<file path="config.mk">
export PLATFORM = sky130hd
export DESIGN_NAME = rbd_cmd_queue
export DESIGN_NICKNAME = d
export VERILOG_FILES = /design/src/rbd_pkg.sv /design/src/rbd_cmd_queue.sv
export SDC_FILE = /design/constraint.sdc
export NUM_CORES = 1
export LEC_CHECK = 0
export ABC_AREA = 0
export ABC_CLOCK_PERIOD_IN_PS = 3050
export BUFFER_PORTS_ARGS = -buffer_cell sky130_fd_sc_hd__clkbuf_2
export CAP_MARGIN = 30
export CELL_PAD_IN_SITES_DETAIL_PLACEMENT = 1
export CELL_PAD_IN_SITES_GLOBAL_PLACEMENT = 1
export CORE_UTILIZATION = 35
export CTS_BUF_LIST = sky130_fd_sc_hd__clkbuf_2 sky130_fd_sc_hd__clkbuf_4 sky130_fd_sc_hd__clkbuf_8
export DETAILED_ROUTE_END_ITERATION = 6
export PLACE_DENSITY_LB_ADDON = 0.05
export SYNTH_ARGS = -nofsm -noshare
export SYNTH_HDL_FRONTEND = slang
export SYNTH_SLANG_ARGS = --single-unit
</file>
<file path="constraint.sdc">
create_clock -name clock -period 3.05 [get_ports clock]
set_input_delay 0.4575 -clock clock [delete_from_list [all_inputs] [get_ports clock]]
set_output_delay 0.4575 -clock clock [all_outputs]
set_load 0.05 [all_outputs]
</file>
<file path="src/rbd_pkg.sv">
`timescale 1ns / 1ps

package rbd_pkg;

   // Ring store geometry.
   localparam int CAPACITY = 1024;
   localparam int ADDR_W   = (CAPACITY > 1) ? $clog2(CAPACITY) : 1;
   localparam int COUNT_W  = $clog2(CAPACITY + 1);

   // Field widths of the request and response.
   localparam int WORD_W  = 32;
   localparam int KIND_W  = 2;
   localparam int OCC_W   = 11;
   localparam int RSP_W   = 48;

   // Depth of the command queue between the front and back parts.
   localparam int QUEUE_DEPTH = 2;
   localparam int QPTR_W      = (QUEUE_DEPTH > 1) ? $clog2(QUEUE_DEPTH) : 1;
   localparam int QCNT_W      = $clog2(QUEUE_DEPTH + 1);

   // Value returned by a pop from an empty deque.
   localparam logic [WORD_W-1:0] EMPTY_WORD = '1;

   // Operation codes carried on req_tuser.
   typedef enum logic [KIND_W-1:0] {
      KIND_PUSH_FRONT = 2'd0,
      KIND_POP_FRONT  = 2'd1,
      KIND_PUSH_BACK  = 2'd2,
      KIND_POP_BACK   = 2'd3
   } kind_type;

   // One classified request as handed from the front part to the back part.
   typedef struct packed {
      logic               write;
      logic               read;
      logic [ADDR_W-1:0]  addr;
      logic [WORD_W-1:0]  data;
      logic               was_empty;
      logic               overflow;
      logic [OCC_W-1:0]   occupancy;
   } cmd_type;

   localparam int CMD_W = $bits(cmd_type);

endpackage

</file>
<file path="src/rbd_cmd_queue.sv">
`timescale 1ns / 1ps

module rbd_cmd_queue (
   input  logic              clock,
   input  logic              reset,
   input  logic              push_valid,
   output logic              push_ready,
   input  rbd_pkg::cmd_type  push_cmd,
   output logic              pop_valid,
   input  logic              pop_ready,
   output rbd_pkg::cmd_type  pop_cmd
);

   rbd_pkg::cmd_type            entry_ff [rbd_pkg::QUEUE_DEPTH];
   logic [rbd_pkg::QPTR_W-1:0]  wr_ptr_ff, wr_ptr_in;
   logic [rbd_pkg::QPTR_W-1:0]  rd_ptr_ff, rd_ptr_in;
   logic [rbd_pkg::QCNT_W-1:0]  count_ff, count_in;
   logic                        do_push, do_pop;

   assign push_ready = (count_ff != rbd_pkg::QCNT_W'(rbd_pkg::QUEUE_DEPTH));
   assign pop_valid  = (count_ff != '0);
   assign pop_cmd    = entry_ff[rd_ptr_ff];
   assign do_push    = push_valid && push_ready;
   assign do_pop     = pop_valid && pop_ready;

   // Pointer and fill-count bookkeeping.
   always_comb begin
      wr_ptr_in = wr_ptr_ff;
      rd_ptr_in = rd_ptr_ff;
      count_in  = count_ff;
      if (do_push) begin
         wr_ptr_in = (wr_ptr_ff == rbd_pkg::QPTR_W'(rbd_pkg::QUEUE_DEPTH - 1)) ? '0
                                                                          : wr_ptr_ff + 1'b1;
      end
      if (do_pop) begin
         rd_ptr_in = (rd_ptr_ff == rbd_pkg::QPTR_W'(rbd_pkg::QUEUE_DEPTH - 1)) ? '0
                                                                          : rd_ptr_ff + 1'b1;
      end
      if (do_push && !do_pop) begin
         count_in = count_ff + 1'b1;
      end else if (do_pop && !do_push) begin
         count_in = count_ff - 1'b1;
      end
   end

   always_ff @(posedge clock) begin
      if (reset) begin
         wr_ptr_ff <= '0;
         rd_ptr_ff <= '0;
         count_ff  <= '0;
      end else begin
         wr_ptr_ff <= wr_ptr_in;
         rd_ptr_ff <= rd_ptr_in;
         count_ff  <= count_in;
      end
   end

   // Entry storage needs no reset.
   always_ff @(posedge clock) begin
      if (do_push) begin
         entry_ff[wr_ptr_ff] <= push_cmd;
      end
   end

endmodule

</file>
Yosys cells after proc, flatten, opt, wreduce, memory -nomap -nowiden:

Memory sizes are Yosys's and may differ from the RTL's. A register that Yosys moved wholly into a read port is not among the register bits.
Cells that the tools add are included.

* register bits after elaboration: 4
* bits in writable memories: 114
* bits of input ports: 61
* output and inout port bits: 59
* memories: 1

* add/sub/neg operators: 4
* equality and inequality tests: 1
* muxes and demuxes: 8
* reductions and logical operators: 8

Memories
* entry_ff: depth 2, bits a word 57, rd ports 1, clocked after Yosys merged registers in 1, wr ports 1, RTL line rbd_cmd_queue.sv:14 `rbd_pkg::cmd_type entry_ff [rbd_pkg::QUEUE_DEPTH];`

Operators by type and width (number)
* $mux W1: 6
* $logic_and A1 B1 Y1: 4
* $mux W2: 2
* $reduce_bool A2 Y1: 2
* $add A1 B1 Y1 const B: 2
* $add A2 B1 Y2 const B: 1
* $logic_not A1 Y1: 2
* $ne A2 B2 Y1 const B: 1
* $sub A2 B1 Y2 const B: 1

Depth between registers and ports, before layout:

Gate-level depths: netlist of the first run.

* word-level depth: 6
* mapped depth: 6

Least setup slack after synthesis of the first run:

OpenSTA, ideal clock, no wires.

* path type: reg2reg
* start point: register count_ff[0] (netlist bit)
* end point: memory entry_ff[1][0] (netlist bit) (enable)
* setup time: 0.421 ns
* data arrival time: 2.379 ns
* data required time: 2.629 ns
* slack: 0.250 ns
* cell stages (with the launch flop): 3
* period minus slack after synthesis: 2.800 ns
* cells stage by stage: dfxtp_1 -> nand2b_1 -> and3_1

* cells in the longest elaborated chain, start to end: 4

RTL lines
* start, declared: RTL line rbd_cmd_queue.sv:17 `logic [rbd_pkg::QCNT_W-1:0] count_ff, count_in;`
* start signal, assigned: RTL line rbd_cmd_queue.sv:54 `count_ff <= count_in;`
* $ne A2 B2 Y1: RTL line rbd_cmd_queue.sv:20 `assign push_ready = (count_ff != rbd_pkg::QCNT_W'(rbd_pkg::QUEUE_DEPTH));`
* named net push_ready: RTL line rbd_cmd_queue.sv:7 `output logic push_ready,`
* $logic_and A1 B1 Y1: RTL line rbd_cmd_queue.sv:23 `assign do_push = push_valid && push_ready;`
* $mux W1: RTL line rbd_cmd_queue.sv:60 `if (do_push) begin`
* $mux W1 (not written as such): RTL line rbd_cmd_queue.sv:61 `entry_ff[wr_ptr_ff] <= push_cmd;`
* end, declared: RTL line rbd_cmd_queue.sv:14

The timed path passes the listed nets, and every way through them passes these cells.

==> run metrics, run 1 <==
outcome complete, no violations; Post-CTS Setup Repair Bufs 0; final hold vios 0; Max Fclk 444 MHz; CP Capture Type output pin; Max Buffers Root-to-Sink 2; post-route minimum period 2.25 ns; Die W about 110 um; # IOs 120; RSZ-0062 raised after global routing no; Max FO, Critical Path 32; pwr/cell area 925 mW/mm^2; Starting Density a little over a third; most frequent cells in the layout clkbuf_2, edfxtp_1, mux2_2, clkbuf_8, clkinv_1; commonest non-fill, non-tap cell in the layout clkbuf_2; Finished Layout Cells about 520; CP Cell Sequence buf_4 > mux2_2 > clkbuf_2; min-delay worst type input pin to flip-flop; H-Tree Depth 4; Seq/Total Area, Yosys between 80% and 90%; Avg Inst Size Synth between 20 and 25 sq um; Netlist cell types 19; Leak a little over 2 nW; worst skew pair latency about 0.42 ns; setup violators final 0; Crit path max-delay family buffers and inverters; GRT Max-Usage Layer met2; maxcap violations 0; routing usage on met2 between 20% and 30%; Worst Max-Slew Pin Slew 0.464 ns; WP buf/inv 2; setup_tns 0 ns; dpl cells 488; Initial DRC Count 60; Hold Worst Slack ~0.22 ns; ANT cells 0; GPL Wtd Cong 0.671; DRC 0; Critical Path Source Type flip-flop; Post-Route WL between 8000 and 9000 um; Via Count 2305; routed length per instance 15.8 um; Area growth syn-to-layout 25.7%; Core Box Area approximately 0.012 sq mm; Synth Register Bits between 100 and 150; vias per inst roughly 4.4; die height about 110 um; post-DP HPWL between 5000 and 6000 um; max-slew violations 0; Tot Pwr just over 5 mW; vias in the first global route about 2500; fin crit share about 74%; largest net degree at the start of global routing 33; CP arrival about 1.8 ns; Synth warnings 0; CTS Buf Count 17; Design Area, Final approximately 0.0055 sq mm; Root Driver clkbuf_8; Port-buffer cells 119; Syn Nets 263; final antenna-violating net count 0; relative slew slack 69.1%; placed cell areas ~0.0052 sq mm; die area between 0.01 and 0.015 sq mm; total global-route track usage 13.8%; maximum vdd drop 0.415 mV; CTS tree built; hold-fix buffer count after cts 0; Num Clock Sinks around 120; Setup CP Type flip-flop to output pin; required time worst endpoint roughly 2.6 ns; skew final 0.00399 ns; Rows 40; CTS clk-pin slew, worst paths about 0.06 ns; Max stage delay on crit path a little over 0.4 ns; slowest stage cell, crit path mux2_2; global-route wire length before repair 12600 um; initial antenna violation count 0; post_cts resized 0; Layout Nets about 400; 1st-pass router iterations 4; Syn Inst Count 201; layout cells sized above 1 between 60% and 70%; grt met1 use between 10% and 20%; Mapped Area between 0.004 and 0.005 sq mm; M3 GR Usage 6.43%; GRT overflow 0
metrics by stage:
| stage | setup WS (ns) | util, % |
|---|---|---|
| 5_1_grt | 0.703 | 45.2 |
| 3_5_place_dp | 1.20 | 42.7 |
| 6_report | 0.800 | 45.2 |
| 4_1_cts | 0.728 | 45.2 |
| 2_1_floorplan | 0.250 | - |
| 3_3_place_gp | 1.20 | 42.7 |
per-layer routing:
metal	wire length (um)	vias to the layer above
met5	0	-
met4	200	0
met3	648	17
met2	3990	84
met1	3340	1138
li1	-	1066
flip-flops by register name, summed over array words and instances, names as in the netlist, named ones only:
signal     flops
entry_ff     114
count_ff       2
rd_ptr_ff      1
wr_ptr_ff      1
where the power goes:
group          switching [mW]  internal, mW  leakage, nW  total [mW]
combinational            1.35         0.501        0.795        1.85
sequential             0.0533          2.04         1.11        2.10
clock                   0.538         0.564        0.162        1.10
area by class of cell:
cell class              count  area [sq um]
fillers                  1207          6610
flip-flops and latches    119          3520
multi-input cells          75           762
repair buffers            125           653
clock buffers              21           264
well taps                 168           210
clock inverters             9          37.5
inverters                   1          3.75
cell usage after synthesis:
cell / instances / area share [%]
edfxtp_1: 114 / 79
mux2_2: 57 / 15
dfxtp_1: 5 / 2.3
buf_6: 3 / 0.78
nor2_1: 3 / 0.26
xor2_1: 3 / 0.61
a21oi_1: 2 / 0.23
buf_2: 2 / 0.23
o21ai_0: 2 / 0.23
a21bo_2: 1 / 0.23
and2_1: 1 / 0.14
and3_1: 1 / 0.14
buf_4: 1 / 0.17
ha_1: 1 / 0.29
inv_1: 1 / 0.086
nand2b_1: 1 / 0.14
nand3b_1: 1 / 0.17
or2_2: 1 / 0.14
or3_1: 1 / 0.14
worst paths after layout:
path / startpoint / to / slack [ns] / cells after the start
max: flip-flop / pop_cmd[25] / 0.80 / 3
min: push_cmd[48] / entry_ff[1][48] / 0.22 / 1
max reg2reg: count_ff[0] / entry_ff[0][22] / 1.23 / 4
min reg2reg: rd_ptr_ff / rd_ptr_ff / 0.51 / 2
kinds of logic (layout without fill, tap and decap cells):
logic type | after synthesis | count (layout) | share of synthesized area [%]
compound gates | 5 | 5 | 0.692
fa+ha+maj | 1 | 1 | 0.288
mux | 57 | 57 | 14.8
flops | 119 | 119 | 81.2
simple gates | 9 | 9 | 1.15
buf+inv | 7 | 156 | 1.27
xor+xnor | 3 | 3 | 0.606
No activity file was read; power rests on OpenSTA's default activity.
==> run 2, diff against run 1 <==
- ABC_AREA: 0 -> 1
- ABC_CLOCK_PERIOD_IN_PS: 3050 -> 2100
- clock period: 3.05 -> 2.1 ns (I/O delays scaled with it)
==> run 2 against run 1 <==
Compared with the run above:
- cell count up 2.1%
- global-route usage down 0.23 points
- die area up 3.0%
- largest cell class unchanged
- sequential power up 47%
- total power up 49%
- setup slack worse by 0.70 ns
- clock-buffer cell count down 1
- critical endpoint is now pop_cmd[48]
- via count up 0.39%
- critical path depth unchanged
- design area up 3.8%
- clock skew up 0.00096 ns
- synthesized cell count up 6.5%
==> run metrics, run 2 <==
outcome complete, no violations; post-route minimum period between 1.5 and 2 ns; Layout Nets slightly above 400; Post-CTS Setup Repair Bufs 0; Max FO, Critical Path between 40 and 50; Setup CP Type flip-flop to output pin; Netlist cell types 14; Rows 40; setup_tns 0 ns; Critical Path Source Type flip-flop; EDFF count, synth about 110; commonest non-fill, non-tap cell in the layout clkbuf_2; vias in the first global route 2457; post_cts resized 0; combinational fraction of design power between 30% and 40%; vias per inst 4.37; Max Buffers Root-to-Sink 2; top_reg_cell synth edfxtp_1; ANT cells 0; Core Box Area 0.0122 sq mm; Psw ~2.8 mW; Setup WS pre-CTS between 0.5 and 0.6 ns; CP Capture Type output pin; Die W ~120 um; relative slew slack roughly three quarters; H-Tree Depth 4; final hold vios 0; Async S/R FF share, synth 0%; layout cells sized above 1 between 50% and 60%; DRC 0; Leak roughly 2.2 nW; Post-Route WL 8270 um; min-delay worst type input pin to flip-flop; CP Cell Sequence buf_12 > mux2_2 > clkbuf_2; max-slew violations 0; fin crit share 95.1%; Worst Max-Slew Pin Slew 0.381 ns; Synth warnings 0; internal power 4.73 mW; GPL Wtd Cong 0.698; Regs by FF count entry_ff x114, count_ff x2; Synth top area share around three quarters; Compound-Gate Fraction of Synth Area less than 1%; Root Driver clkbuf_8; RSZ-0062 raised after global routing no; Switching Fraction around 37%; Port-buffer cells approximately 120; CTS Buf Count 17; synth top area cells edfxtp_1, mux2_4, mux2_2; 1st-pass router iterations 3; CP arrival between 1.5 and 2 ns; total global-route track usage 13.6%; slowest stage cell, crit path mux2_2; skew final just under 0.005 ns; post-route setup slack 0.104 ns; most instantiated cells after synthesis edfxtp_1, mux2_4, mux2_2; Synth Register Bits 119; Crit path max-delay family buffers and inverters; pwr/cell area ~1300 mW/mm^2; Starting Density between 30% and 40%; Initial DRC Count about 110; Post-Synth Simple-Gate Area under 10%; die height 115 um; largest area contributor in the netlist edfxtp_1; Max Fclk 501 MHz; number of fillers in the final layout between 1000 and 1500; routed length per instance between 15 and 20 um; most frequent cell after synthesis edfxtp_1; global-route wire length before repair between 10000 and 15000 um; Via Count 2314; hold-fix buffer count after cts 0; most frequent cells in the layout clkbuf_2, edfxtp_1, mux2_4, mux2_2, clkbuf_8; worst skew pair latency roughly 0.43 ns; Seq/Total Area, Yosys between 70% and 80%; Top Layer Used met4; initial antenna violation count 0; CTS tree built; wire length on met1 3450 um; post-DP HPWL roughly 5500 um; WL met2 slightly above 4000 um; maxcap violations 0; met3 WL post-DR 612 um; Avg Inst Size Synth between 20 and 25 sq um; maximum vdd drop about 0.65 mV; Hold Worst Slack about 0.075 ns; sequential share of power ~41%; Syn Nets between 200 and 300; XOR/XNOR share of the synthesized area 0%; Syn Inst Count 214; CTS clk-pin slew, worst paths around 0.06 ns; largest net degree at the start of global routing 43; Num Clock Sinks 119; post-synthesis mux area share 16.9%; required time worst endpoint between 1.5 and 2 ns; Clk pwr share between 20% and 30%; Max stage delay on crit path 0.39 ns; # IOs 120; FF-to-FF setup slack approximately 0.57 ns; Adder-Cell Fraction of Synth Area less than 1%; WP buf/inv 2; Area growth syn-to-layout 26.6%; largest family of logic cells by synthesized area multiplexers; setup violators final 0; Mapped Area roughly 0.0045 sq mm; Largest Register entry_ff; max reg flops 114; GRT overflow 0; final antenna-violating net count 0; die area 0.0132 sq mm
-- run 2: metrics by stage --
stage | power, mW | instances | area (sq um) | utilization, %
global route | 7.86 | 529 | 5660 | 46.4
floorplan | 5.27 | 214 | 4490 | -
finish | 7.51 | 529 | 5660 | 46.4
detailed placement | 5.88 | 501 | 5340 | 43.8
global placement | 5.87 | 501 | 5340 | 43.8
CTS | 7.63 | 529 | 5660 | 46.4
-- run 2: logic make-up after synthesis --
| group | after synthesis |
|---|---|
| flip-flops | 119 |
| multiplexers | 57 |
| AND/OR/NAND/NOR | 19 |
| buffers and inverters | 14 |
| AO/OA/AOI/OAI | 4 |
| adder cells (fa/ha/maj) | 1 |
-- run 2: layout make-up --
type | count | area [sq um] | area share, %
clock buffer | 20 | 256 | 4.53
clock inverter | 8 | 61.3 | 1.08
inverter | 8 | 30.0 | 0.530
multi-input combinational | 81 | 886 | 15.6
sequential | 119 | 3530 | 62.3
tap | 168 | 210 | 3.71
timing repair buffer | 125 | 691 | 12.2
-- run 2: worst paths after layout --
kind                              startpoint              end  depth (start not counted)
worst max-delay path               flip-flop      pop_cmd[48]                          3
worst min-delay path            push_cmd[18]  entry_ff[1][18]                          1
worst max register to register   count_ff[0]      count_ff[1]                         10
worst min register to register     rd_ptr_ff        rd_ptr_ff                          2
-- run 2: routing by layer --
metal / up-vias / track usage [%]
met2: 83 / 21.0
met1: 1119 / 15.7
met3: 17 / 5.90
li1: 1095 / -
met5: - / 0
met4: 0 / 8.05
-- run 2: worst register-to-register path, delay by kind of cell, from the launching register on --
family        cells  cell delay [ns]
flops             1             0.31
simple gates      5             0.48
fa+ha+maj         1             0.34
buf+inv           4             0.36
-- run 2: power groups by stage --
| stage | sequential, mW | combinational, mW | clock, mW |
|---|---|---|---|
| floorplan | 3.12 | 2.14 | 0 |
| global placement | 3.13 | 2.73 | 0 |
| detailed placement | 3.14 | 2.74 | 0 |
| CTS | 3.09 | 2.74 | 1.80 |
| global route | 3.12 | 2.84 | 1.89 |
| finish | 3.09 | 2.69 | 1.73 |
