**src/rbd_pkg.sv**
```systemverilog
`timescale 1ns / 1ps

package rbd_pkg;

   // Ring store geometry.
   localparam int CAPACITY = 1024;
   localparam int ADDR_W   = (CAPACITY > 1) ? $clog2(CAPACITY) : 1;
   localparam int COUNT_W  = $clog2(CAPACITY + 1);

   // Field widths of the request and response.
   localparam int WORD_W  = 32;
   localparam int KIND_W  = 2;
   localparam int OCC_W   = 11;
   localparam int RSP_W   = 48;

   // Depth of the command queue between the front and back parts.
   localparam int QUEUE_DEPTH = 2;
   localparam int QPTR_W      = (QUEUE_DEPTH > 1) ? $clog2(QUEUE_DEPTH) : 1;
   localparam int QCNT_W      = $clog2(QUEUE_DEPTH + 1);

   // Value returned by a pop from an empty deque.
   localparam logic [WORD_W-1:0] EMPTY_WORD = '1;

   // Operation codes carried on req_tuser.
   typedef enum logic [KIND_W-1:0] {
      KIND_PUSH_FRONT = 2'd0,
      KIND_POP_FRONT  = 2'd1,
      KIND_PUSH_BACK  = 2'd2,
      KIND_POP_BACK   = 2'd3
   } kind_type;

   // One classified request as handed from the front part to the back part.
   typedef struct packed {
      logic               write;
      logic               read;
      logic [ADDR_W-1:0]  addr;
      logic [WORD_W-1:0]  data;
      logic               was_empty;
      logic               overflow;
      logic [OCC_W-1:0]   occupancy;
   } cmd_type;

   localparam int CMD_W = $bits(cmd_type);

endpackage

```
**src/rbd_front.sv**
```systemverilog
`timescale 1ns / 1ps

module rbd_front (
   input  logic                        clock,
   input  logic                        reset,
   input  logic                        req_valid,
   input  logic                        cmd_ready,
   input  logic [rbd_pkg::KIND_W-1:0]  req_kind,
   input  logic [rbd_pkg::WORD_W-1:0]  req_word,
   output logic                        cmd_valid,
   output rbd_pkg::cmd_type            cmd
);

   logic [rbd_pkg::ADDR_W-1:0]  front_ff, front_in;
   logic [rbd_pkg::ADDR_W-1:0]  back_ff, back_in;
   logic [rbd_pkg::COUNT_W-1:0] count_ff, count_in;
   logic [rbd_pkg::ADDR_W-1:0]  front_up, front_down, back_up, back_down;
   logic                        is_full, is_empty, accept;
   rbd_pkg::kind_type           kind;

   assign kind      = rbd_pkg::kind_type'(req_kind);
   assign accept    = req_valid && cmd_ready;
   assign cmd_valid = req_valid;
   assign is_full   = (count_ff == rbd_pkg::COUNT_W'(rbd_pkg::CAPACITY));
   assign is_empty  = (count_ff == '0);

   // Modular pointer steps; the ends are compared so any capacity wraps cleanly.
   assign front_up   = (front_ff == rbd_pkg::ADDR_W'(rbd_pkg::CAPACITY - 1)) ? '0
                                                                         : front_ff + 1'b1;
   assign front_down = (front_ff == '0) ? rbd_pkg::ADDR_W'(rbd_pkg::CAPACITY - 1)
                                        : front_ff - 1'b1;
   assign back_up    = (back_ff == rbd_pkg::ADDR_W'(rbd_pkg::CAPACITY - 1)) ? '0
                                                                        : back_ff + 1'b1;
   assign back_down  = (back_ff == '0) ? rbd_pkg::ADDR_W'(rbd_pkg::CAPACITY - 1)
                                       : back_ff - 1'b1;

   // Classify the request and work out the pointer and count updates.
   always_comb begin
      front_in       = front_ff;
      back_in        = back_ff;
      count_in       = count_ff;
      cmd.write      = 1'b0;
      cmd.read       = 1'b0;
      cmd.addr       = front_ff;
      cmd.data       = req_word;
      cmd.was_empty  = 1'b0;
      cmd.overflow   = 1'b0;
      unique case (kind)
         rbd_pkg::KIND_PUSH_FRONT: begin
            if (is_full) begin
               cmd.overflow = 1'b1;
            end else begin
               cmd.write = 1'b1;
               cmd.addr  = front_down;
               front_in  = front_down;
               count_in  = count_ff + 1'b1;
            end
         end
         rbd_pkg::KIND_POP_FRONT: begin
            if (is_empty) begin
               cmd.was_empty = 1'b1;
            end else begin
               cmd.read = 1'b1;
               cmd.addr = front_ff;
               front_in = front_up;
               count_in = count_ff - 1'b1;
            end
         end
         rbd_pkg::KIND_PUSH_BACK: begin
            if (is_full) begin
               cmd.overflow = 1'b1;
            end else begin
               cmd.write = 1'b1;
               cmd.addr  = back_ff;
               back_in   = back_up;
               count_in  = count_ff + 1'b1;
            end
         end
         rbd_pkg::KIND_POP_BACK: begin
            if (is_empty) begin
               cmd.was_empty = 1'b1;
            end else begin
               cmd.read = 1'b1;
               cmd.addr = back_down;
               back_in  = back_down;
               count_in = count_ff - 1'b1;
            end
         end
         default: begin
         end
      endcase
      cmd.occupancy = rbd_pkg::OCC_W'(count_in);
   end

   // Pointers and count advance only on an accepted request.
   always_ff @(posedge clock) begin
      if (reset) begin
         front_ff <= '0;
         back_ff  <= '0;
         count_ff <= '0;
      end else if (accept) begin
         front_ff <= front_in;
         back_ff  <= back_in;
         count_ff <= count_in;
      end
   end

endmodule

```
**config.mk**
```make
export PLATFORM = sky130hd
export DESIGN_NAME = rbd_front
export DESIGN_NICKNAME = d
export VERILOG_FILES = /design/src/rbd_pkg.sv /design/src/rbd_front.sv
export SDC_FILE = /design/constraint.sdc
export NUM_CORES = 1
export LEC_CHECK = 0
export BUFFER_PORTS_ARGS = -buffer_cell sky130_fd_sc_hd__buf_2
export CAP_MARGIN = 10
export CORE_MARGIN = 5
export CORE_UTILIZATION = 45
export DETAILED_ROUTE_END_ITERATION = 7
export HOLD_SLACK_MARGIN = 0.15
export PLACE_DENSITY = 0.76
export SKIP_CTS_REPAIR_TIMING = 1
export SYNTH_ARGS = -nofsm -noshare
export SYNTH_HDL_FRONTEND = slang
export SYNTH_SLANG_ARGS = --single-unit
```
**constraint.sdc**
```tcl
create_clock -name clock -period 4 [get_ports clock]
set_input_delay 1.2 -clock clock [delete_from_list [all_inputs] [get_ports clock]]
set_output_delay 1.2 -clock clock [all_outputs]
set_load 0.05 [all_outputs]
```
### After elaboration in Yosys (flattened, before gate mapping)

Cells that the tools add are included.

| cells by class | value |
|---|---|
| add/sub/neg operators | 6 |
| muxes and demuxes | 24 |
| $mul | 0 |
| reduce and logical (&&, ||, !) cells | 11 |
| divide/modulo/power cells | 0 |
| eq/ne operators | 9 |
| magnitude comparators | 0 |
| shifts and indexed selects | 0 |
| bitwise logic cells | 0 |

Operator list:

| kind | count |
|---|---|
| $mux 10 | 9 |
| $mux 11 | 4 |
| $pmux 10 s2 | 2 |
| $pmux 10 s4 | 1 |
| $pmux 11 s2 | 1 |
| $add 10x1->10 const B | 2 |
| $eq 10x10->1 const B | 2 |
| $logic_not 10->1 | 2 |
| $sub 10x1->10 const B | 2 |
| $add 11x1->11 const B | 1 |
| $eq 11x11->1 const B | 1 |
| $logic_not 11->1 | 1 |
| $sub 11x1->11 const B | 1 |
| $mux 1 | 6 |
| $ne 2x2->1 const B | 3 |
| $eq 2x2->1 const B | 2 |
| $reduce_and 4->1 | 1 |
| $reduce_bool 2->1 | 2 |
| $reduce_or 2->1 | 2 |
| $reduce_and 3->1 | 1 |
| $eq 2x1->1 const B | 1 |
| $logic_not 2->1 | 1 |
| $pmux 1 s2 | 1 |
| $logic_and 1x1->1 | 1 |

| storage, ports and cells | value |
|---|---|
| memories kept | 0 |
| RAM bits | 0 |
| word-level logic and storage cells | 53 |
| bits in latches | 0 |
| memory bits (read-only) | 0 |
| register bits | 31 |
| input bits | 38 |

### Longest topological paths before layout

Gate-level depths: netlist (run 1).

| depth | value |
|---|---|
| word-level depth | 4 |
| gate-level depth with buffers | 10 |

### Least setup slack after synthesis (run 1)

No wires, ideal clock.

| timing path | value |
|---|---|
| path type | input to output |
| from | input req_kind[0] (netlist bit) |
| to | output cmd[46] (netlist bit) |
| slack | -0.232 ns |
| arrival | 3.032 ns |
| stages | 6 |
| path buffers | 3 |
| path through | clkbuf_1 -> and2_1 -> clkbuf_1 -> clkbuf_1 -> o211ai_1 -> a2bb2oi_1 |

RTL lines:

| item | line | source |
|---|---|---|
| from (decl) | rbd_front.sv:8 | `input logic [rbd_pkg::KIND_W-1:0] req_kind,` |
| to (decl) | rbd_front.sv:11 | `output rbd_pkg::cmd_type cmd` |

==> run summary, run 1 <==
The number of search-and-repair iterations in the first detailed-routing pass is 6. The top-level I/O count came out at 96. The slew at the pin closest to its max-slew limit is 696 ps.

The final total power is 1.52 mW. The DRC violation total after the first TritonRoute iteration is 474. Data on the critical path arrives at its endpoint at 2730 ps.

The fraction of layout instances using a drive strength above 1 is 22.5%. In this run the remaining antenna-violating nets after routing total 0. The synthesized instance count came out at 518. Across the whole layout, storage elements account for 621 µm². The core area came out at 7810 µm².

For this run the aggregate overflow at the end of global routing stands at 0. After legalization and detailed placement, the total HPWL measured 7.64 mm. The area fraction of the dominant cell type after synthesis came out at 17.1%. When the netlist entered floorplanning its net count stood at 562. The wire length of the first global-routing pass is 17.3 mm. The setup path with the least slack is of type reg2out. The root buffer selected by CTS is sky130_fd_sc_hd__clkbuf_8. The final critical-path share of the clock period came out at 98.1%.

Traced cell by cell, the critical path runs through inv_2, ha_4, or2b_2, or4_4, and3_1, or2_1, xor2_1, buf_4. In this run the static leakage power is 1.46 nW. Across every metal layer, demand over resource in global routing totals 20.8%.

The wire length per cell after detailed routing is 17.6 µm. The buffer and inverter count on the worst path came out at 2. The number of nets at the end of the flow came out at 551. The synthesized design contains 31 register bits.

STA classifies the critical path endpoint as an output pin. The CTS sink count came out at 31. In this run the power density over the cells is 394 nW/µm². The biggest fanout along the worst timing path came out at 11.

Dividing the detail-routed via count by the number of cells gives 6.54. STA puts the critical path data required time at 2800 ps. The initial antenna violation count came to 0. A synthesized cell averages 7.01 µm². For this run, the leading register cell type out of synthesis is sky130_fd_sc_hd__dfxtp_1. The chip height came out at 99.8 µm. Of all cell types, the one taking the most synthesized area is sky130_fd_sc_hd__dfxtp_1. The initial core utilization came out at 46.5%. The number of enable-type register cells in the synthesized netlist is 0.

The async set-reset flop share out of synthesis is 0%. Setup repair after global routing left no endpoint under its margin. The largest net degree at the start of global routing is 33. After detailed routing, the total wire length is 10.7 mm. The end-of-flow core utilization is 49.5%. The clock transition at the registers of the reported paths came out at 70 ps. The antenna diode count is 0.

The largest stage delay on the critical path came out at 630 ps. The area growth from synthesis to layout is 6.38%. In the post-synthesis netlist, the biggest area contributors are sky130_fd_sc_hd__dfxtp_1 (17%), sky130_fd_sc_hd__buf_4 (7.0%), sky130_fd_sc_hd__a21oi_1 (5.2%). The placer's final routability congestion estimate is 0.930. The number of I/O port buffers is 31. The area enclosed by the die boundary came out at 9960 µm². The post-route minimum period is 3930 ps. After detailed routing, the number of remaining DRC violations is 0.

The largest voltage drop on the vdd net is 0.297 mV. The clock tree skew after final layout is 12.2 ps. The number of unique standard cell types used by synthesis is 85. The final max-slew violation count is 0. The CTS tree is done. The headroom to the max-slew limit came out at 53.6%. The worst hold path belongs to the class reg2reg. Among cell families on the critical path, the largest total delay comes from simple AND/OR/NAND/NOR gates.

The number of vias in the routed layout is 3980. The max-capacitance violation count is 0. The final hold violation count came out at 0.

The number of core rows came out at 32. The worst setup path is launched from a flop. The placement-stage cell area is 3670 µm².

After routing the design area is 3860 µm². The maximum buffer depth of the clock tree is 2. The critical-path cell with the highest stage delay is sky130_fd_sc_hd__or4_4. Summing all multi-input logic gate instances after layout gives 2550 µm². The number of clock buffers inserted by TritonCTS is 5. The count of endpoints failing setup in the final report is 0. The setup check on the worst reg-to-reg path leaves a slack of 1530 ps.

The flow ran to the end, and the final reports show no timing, DRC or antenna violations. The die boundary width is 99.8 µm. The commonest cells after synthesis are sky130_fd_sc_hd__nand2_1 (45), sky130_fd_sc_hd__nor2_1 (45), sky130_fd_sc_hd__a21oi_1 (38), sky130_fd_sc_hd__o21ai_0 (38), sky130_fd_sc_hd__buf_4 (34). The highest clock rate came out at 0.255 GHz. The mapped cell area came out at 3630 µm². Yosys printed 0 warnings. The sequential fraction of the synthesis area came out at 17.1%. The level count of the clock H-tree is 2. The clock latency on the worst-skew pair came out at 290 ps.

The number of filler cells placed in the layout is 782. The number of global-route vias before repair is 3620.
[per-stage QoR]
stage               std cells  worst slack [ps]  TNS [ps]  hold WS, ps
CTS                       605              -323     -2960          563
global route              609              3.78         0          614
floorplan                 518              19.7         0          512
finish                    609              74.2         0          571
global placement          598               151         0          546
detailed placement        598              12.3         0          551
[placed cells by master (no fill, tap or decap), drive strengths merged, types with 6 or more instances in the layout]
master and n:
nand2 46, and2 6, nand4 8, nor2 46, nand3 23, inv 10, clkbuf 8, or3 10
buf 62, xnor2 9, a21oi 40, xor2 8, or4 7, o211ai 6, nor3 20, a211oi 7
a22oi 7, dfxtp 31, a31oi 12, o21ai 43, ha 6, and3 13
[path summary, 6_finish.rpt]
| kind | from | end | depth (start not counted) |
|---|---|---|---|
| hold reg to reg | count_ff[0] | count_ff[0] | 3 |
| setup / recovery | count_ff[1] | cmd[3] | 8 |
| hold / removal | count_ff[0] | count_ff[0] | 3 |
| setup reg to reg | back_ff[0] | back_ff[7] | 9 |
[layout make-up]
type	count	area share, %
clock inverter	1	0.130
inverter	10	0.972
multi-input combinational	395	66.1
tap	102	3.31
sequential	31	16.1
clock buffer	6	2.14
timing repair buffer	64	11.2
[sequential cells by signal (all words and copies together) (netlist names)]
name,cells
count_ff,11
back_ff,10
front_ff,10
[where the power goes]
part	internal [mW]	total, mW	switching, mW
Sequential	0.326	0.360	0.0337
Combinational	0.300	0.896	0.597
Clock	0.135	0.264	0.129
Total	0.761	1.52	0.759
[kinds of logic (layout without fill, tap and decap cells)]
group | after synthesis | after routing | share of synthesized area [%]
AO/OA/AOI/OAI | 159 | 159 | 29.6
XOR/XNOR | 17 | 17 | 4.10
adder cells (fa/ha/maj) | 6 | 6 | 2.07
buffers and inverters | 92 | 81 | 14.8
flip-flops | 31 | 31 | 17.1
multiplexers | 3 | 3 | 0.827
AND/OR/NAND/NOR | 210 | 210 | 31.5
[worst min-delay path, stage by stage, from the launching register on]
cell and delay (ps):
sky130_fd_sc_hd__dfxtp_1 340, sky130_fd_sc_hd__inv_2 60, sky130_fd_sc_hd__nand3_1 60, sky130_fd_sc_hd__a21oi_1 60
[metal layers]
metal	track usage, %	vias to the layer above	part of all wire (%)
li1	-	1850	-
met1	28.3	1844	41
met5	0	-	0
met4	8.30	0	2.5
met3	3.27	36	9.8
met2	33.0	250	47
(Power assumes the default switching activity.)
==> inputs of run 2 (changes only) <==
--- a/config.mk
+++ b/config.mk
@@ -11,7 +11,7 @@
 export CORE_UTILIZATION = 45
 export DETAILED_ROUTE_END_ITERATION = 7
 export HOLD_SLACK_MARGIN = 0.15
-export PLACE_DENSITY = 0.76
+export PLACE_DENSITY = 0.74
 export SKIP_CTS_REPAIR_TIMING = 1
 export SYNTH_ARGS = -nofsm -noshare
 export SYNTH_HDL_FRONTEND = slang
==> run summary, run 2 (synthesis gave the netlist of run 1 again) <==
The worst-case IR drop observed on VDD is 0.305 mV. The count of endpoints failing setup in the final report came out at 0. The final critical-path share of the clock period is 98.0%. The wire length per cell after detailed routing came out at 17.4 µm. The max-capacitance violation count is 0. The worst setup path is launched from a flop. The total negative slack for setup checks is 0 ps. The register with the most flip-flops in the layout has 11 of them.

Between clock sinks in the finished design, the worst skew comes to 10.0 ps. The die boundary width came out at 99.8 µm. The placer's final routability congestion estimate came out at 0.902. The average via count per standard cell came out at 6.48. Row generation in the floorplan step produced 32 rows.

TritonCTS built the clock tree. The antenna diode count came out at 0. The slew at the pin closest to its max-slew limit is 661 ps. The wire length of the first global-routing pass came out at 16.9 mm. The global router's overall resource usage is 20.3%. The top-level I/O count is 96. The number of global-route vias before repair is 3503. In the routed design, unresolved DRC markers number 0. The run finished with clean final reports. The wire length after detailed routing came out at 10.7 mm.

The initial utilization of the core area, before any placement, comes to 46.5%. For this run, the slowest stage of the critical path takes 500 ps. The top register by number of flip-flops is count_ff. The final max-slew violation count came to 0. The worst setup path is captured at an output pin. The HPWL reported at the end of detailed placement is 7.54 mm. The largest net degree at the start of global routing is 33.

The number of nets at the end of the flow came out at 553. The critical-path cell with the highest stage delay is sky130_fd_sc_hd__or4b_4. The clock transition at the registers of the reported paths is 70 ps.

In this run the tool buffered the top-level ports with 31 buffer cells. The largest registers in the layout are count_ff (11), back_ff (10), front_ff (10). The number of filler cells placed in the layout is 763. The highest clock rate came out at 0.255 GHz.

The critical path data required time came out at 2800 ps. The maximum buffer depth of the clock tree is 2. Global routing finished with a remaining overflow of 0. Of the cells placed in the final design, the portion with a size suffix greater than 1 is 23.3%. The data arrival time of the critical path is 2720 ps. In this run the worst path has a maximum fanout of 7.

The setup path with the least slack is of type reg2out. The number of clock buffers added by TritonCTS is 5. The tree is rooted in a sky130_fd_sc_hd__clkbuf_8.

The chip height came out at 99.8 µm. The buffer and inverter count on the worst path came out at 3. The core area came out at 7810 µm². The clock drives 31 sinks.

The number of search-and-repair iterations in the first detailed-routing pass came out at 5. The post-route minimum period is 3920 ps. The synthesis-to-finish area growth is 6.96%. The headroom to the max-slew limit came out at 55.9%. The level count of the clock H-tree came out at 2. The count of antenna-violating nets left after detailed routing is 0. Detailed routing inserted a total of 3968 vias. The power density over the cells is 398 nW/µm². In this design, the largest share of critical-path delay is due to simple AND/OR/NAND/NOR gates.

Leaving out fill and tap cells, the most frequent cells in the layout are sky130_fd_sc_hd__nand2_1 (44), sky130_fd_sc_hd__nor2_1 (44), sky130_fd_sc_hd__a21oi_1 (37). The classification of the worst-slack hold path is reg2reg. The initial antenna violation count came out at 0. The DRC violation total after the first TritonRoute iteration is 527. Summed over all cells, the static leakage comes to 1.46 nW. Walking the worst path, the cells encountered are inv_2, ha_4, or4b_4, or3_1, buf_4, and2_4, nand2_1, o21ai_0, a22oi_2, buf_2. The final hold violation count is 0. The floorplan step defined a die boundary enclosing 9960 µm².

The later pin in the worst-skew pair is clocked with a latency of 300 ps. Hold is met by 528 ps.
[run 2: cell types whose count changed in the layout (fill, tap and decap cells not counted), sizes merged]
| cell | before | now |
|---|---|---|
| buf | 62 | 65 |
| clkinv | 1 | 0 |
| clkinvlp | 0 | 1 |
[run 2: worst min-delay path: stages (launching register included)]
cell                      delay, ps
sky130_fd_sc_hd__dfxtp_2        360
sky130_fd_sc_hd__o21ai_0         80
sky130_fd_sc_hd__a21oi_1         60
[run 2: area by class of cell]
| type | count | area, µm² | area share (%) |
|---|---|---|---|
| Clock buffer | 7 | 96.3 | 2.48 |
| Clock inverter | 1 | 7.51 | 0.193 |
| Inverter | 10 | 37.5 | 0.967 |
| Multi-Input combinational cell | 395 | 2550 | 65.7 |
| Sequential cell | 31 | 622 | 16.0 |
| Tap cell | 102 | 128 | 3.29 |
| Timing Repair Buffer | 66 | 442 | 11.4 |
[run 2: path summary, 6_finish.rpt]
| kind | startpoint | to | slack, ps | cells after the start |
|---|---|---|---|---|
| worst max register to register | count_ff[1] | back_ff[7] | 1550 | 9 |
| worst max-delay path | count_ff[1] | cmd[45] | 80 | 10 |
| worst min register to register | count_ff[10] | count_ff[10] | 530 | 2 |
| worst min-delay path | count_ff[10] | count_ff[10] | 530 | 2 |
[run 2: metrics by stage]
step           worst slack (ps)  utilization (%)  power [mW]  cell area (µm²)  std cells
5_1_grt                   -19.7             49.7        1.62             3880        612
3_3_place_gp                197             46.6        1.19             3640        594
4_1_cts                    -120             48.0        1.50             3740        602
2_1_floorplan              19.7                -        1.12             3670        518
3_5_place_dp                156             46.6        1.20             3640        594
6_report                   78.1             49.7        1.55             3880        612
[run 2: where the power goes]
group	internal (mW)	switching, mW
logic	0.296	0.590
clock network	0.157	0.140
registers	0.326	0.0371
total	0.779	0.768
[run 2: per-layer routing]
layer / GRT usage [%] / share of wire, %
met1: 27.3 / 42
met2: 31.6 / 45
met3: 4.59 / 10
met4: 7.67 / 2.5
met5: 0 / 0
==> inputs of run 3 (changes only) <==
==> constraint.sdc (replaced) <==
create_clock -name clock -period 3.8 [get_ports clock]
set_input_delay 1.14 -clock clock [delete_from_list [all_inputs] [get_ports clock]]
set_output_delay 1.14 -clock clock [all_outputs]
set_load 0.05 [all_outputs]
==> run summary, run 3 (synthesis gave the netlist of run 1 again) <==
The run finished with clean final reports. The final routed DRC violation total is 0. The post-route cell area came out at 4110 µm². The die boundary width came out at 99.8 µm.

More flip-flops sit in one register than any other, and that register is count_ff. The library cell used most frequently in the layout, excluding fill and tap cells, is sky130_fd_sc_hd__buf_4. The clock latency on the worst-skew pair came out at 290 ps.

The critical path is of the reg2out type. The data arrival time of the critical path is 2650 ps. The number of global-route vias before repair is 3679. The max-capacitance violation count is 0. The initial core utilization came out at 46.5%. The largest registers in the layout are count_ff (11), back_ff (10), front_ff (10).

The biggest fanout along the worst timing path came out at 6. The first detailed-routing pass took 5 iterations. The post-route minimum period came out at 3790 ps.

The placement-stage cell area is 3770 µm². The wire length after detailed routing is 11.2 mm. The highest clock rate came out at 0.264 GHz. The placer's final routability congestion estimate came out at 0.933. The clock tree skew after final layout came out at 8.91 ps. The area enclosed by the die boundary is 9960 µm².

The final hold violation count came to 0. The worst slack at placement came out at 177 ps. The number of clock buffers inserted by TritonCTS came out at 5.

The final max-slew violation count is 0. Among all stages on the critical path, the largest delay is contributed by sky130_fd_sc_hd__or4b_4. The worst pin sits at a relative slew slack of 52.6%. The antenna diode count is 0. Setup repair after global routing could not meet its margin everywhere. The wire length of the first global-routing pass came out at 18.0 mm. The top-level I/O count came out at 96.

The final critical-path share of the clock period is 99.6%. The DRC violation total after the first TritonRoute iteration is 452. The kind of end point of the critical path is an output pin. In this run the power density over the cells is 411 nW/µm². The tree is rooted in a sky130_fd_sc_hd__clkbuf_8. In this run the standard cell core region covers 7810 µm². For this run, the post-layout net count is 570. The floorplan step set the die height to 99.8 µm. The CTS sink count came out at 31. The slew at the pin closest to its max-slew limit came out at 711 ps. Walking the worst path, the cells encountered are inv_2, ha_2, or4b_4, buf_4, o32ai_4, a21oi_1, a31oi_1, nor2b_1, o22a_1, buf_6.

The largest voltage drop on the vdd net is 0.286 mV. The count of antenna-violating nets left after detailed routing came out at 0. The number of I/O port buffers is 31. The clock transition at the registers of the reported paths is 80 ps. The largest stage delay on the critical path is 480 ps. The fraction of layout instances using a drive strength above 1 came out at 27.3%.

The maximum buffer depth of the clock tree came out at 2. The HPWL reported at the end of detailed placement is 7.82 mm. The least setup slack across all paths after layout came out at 14.7 ps. The routed layout has 4082 vias. The cell leakage power is 1.55 nW.

The path class of the tightest hold or removal check is reg2reg. The initial antenna violation count came out at 0. The average via count per standard cell is 6.49. STA classifies the critical path startpoint as a flop. The largest net degree at the start of global routing is 33.

The critical path data required time came out at 2660 ps. The number of core rows is 32. The global router's overall resource usage is 21.6%. TritonCTS built the clock tree. The flip-flop count of the largest register after layout is 11.

The count of endpoints failing setup in the final report is 0. The library cells used most frequently in the layout, excluding fill and tap cells, are sky130_fd_sc_hd__buf_4 (56), sky130_fd_sc_hd__nand2_1 (44), sky130_fd_sc_hd__nor2_1 (44). The synthesis-to-finish area growth came out at 13.2%. The placed instance count came out at 610. The level count of the clock H-tree came out at 2.

In the final routed layout, each cell accounts on average for 17.8 µm. The final total power came out at 1.69 mW. The number of cells in the finished layout apart from fillers came out at 629. The global route total overflow is 0.
## run 3: per-layer routing
layer  share of wire, %  vias to the layer above  global-route usage, %
li1                   -                     1894                      -
met1                 41                     1909                   28.5
met2                 47                      244                   35.0
met3                9.3                       35                   3.68
met4                2.4                        0                   8.72
met5                  0                        -                      0
## run 3: area by class of cell
class	instances	area, µm²
timing repair buffer	83	613
inverter	10	41.3
clock buffer	8	100
multi-input combinational	395	2600
sequential	31	623
fill	735	3700
tap	102	128
## run 3: final timing paths
| path | startpoint | endpoint | slack [ps] | cells past startpoint |
|---|---|---|---|---|
| setup / recovery | back_ff[0] | cmd[52] | 10 | 10 |
| hold / removal | count_ff[0] | count_ff[0] | 550 | 3 |
| setup reg to reg | count_ff[0] | count_ff[7] | 1380 | 11 |
| hold reg to reg | count_ff[0] | count_ff[0] | 550 | 3 |
## run 3: stage by stage
stage / hold slack [ps] / TNS, ps / utilization [%]
6_report: 546 / 0 / 52.6
5_1_grt: 599 / -308 / 52.6
4_1_cts: 534 / -1040 / 49.6
3_5_place_dp: 522 / 0 / 48.3
3_3_place_gp: 511 / 0 / 48.3
2_1_floorplan: 505 / -54.7 / -
## run 3: where the power goes
group / internal, mW / switching [mW] / total (mW) / leakage (nW)
Clock: 0.166 / 0.139 / 0.304 / 0.0515
Sequential: 0.344 / 0.0284 / 0.372 / 0.252
Combinational: 0.362 / 0.651 / 1.01 / 1.25
## run 3: critical path, delay by kind of cell, from the launching register on
kind,cells,cell delay [ps]
compound gates,4,750
fa+ha+maj,1,200
buf+inv,3,420
flops,1,330
simple gates,2,650
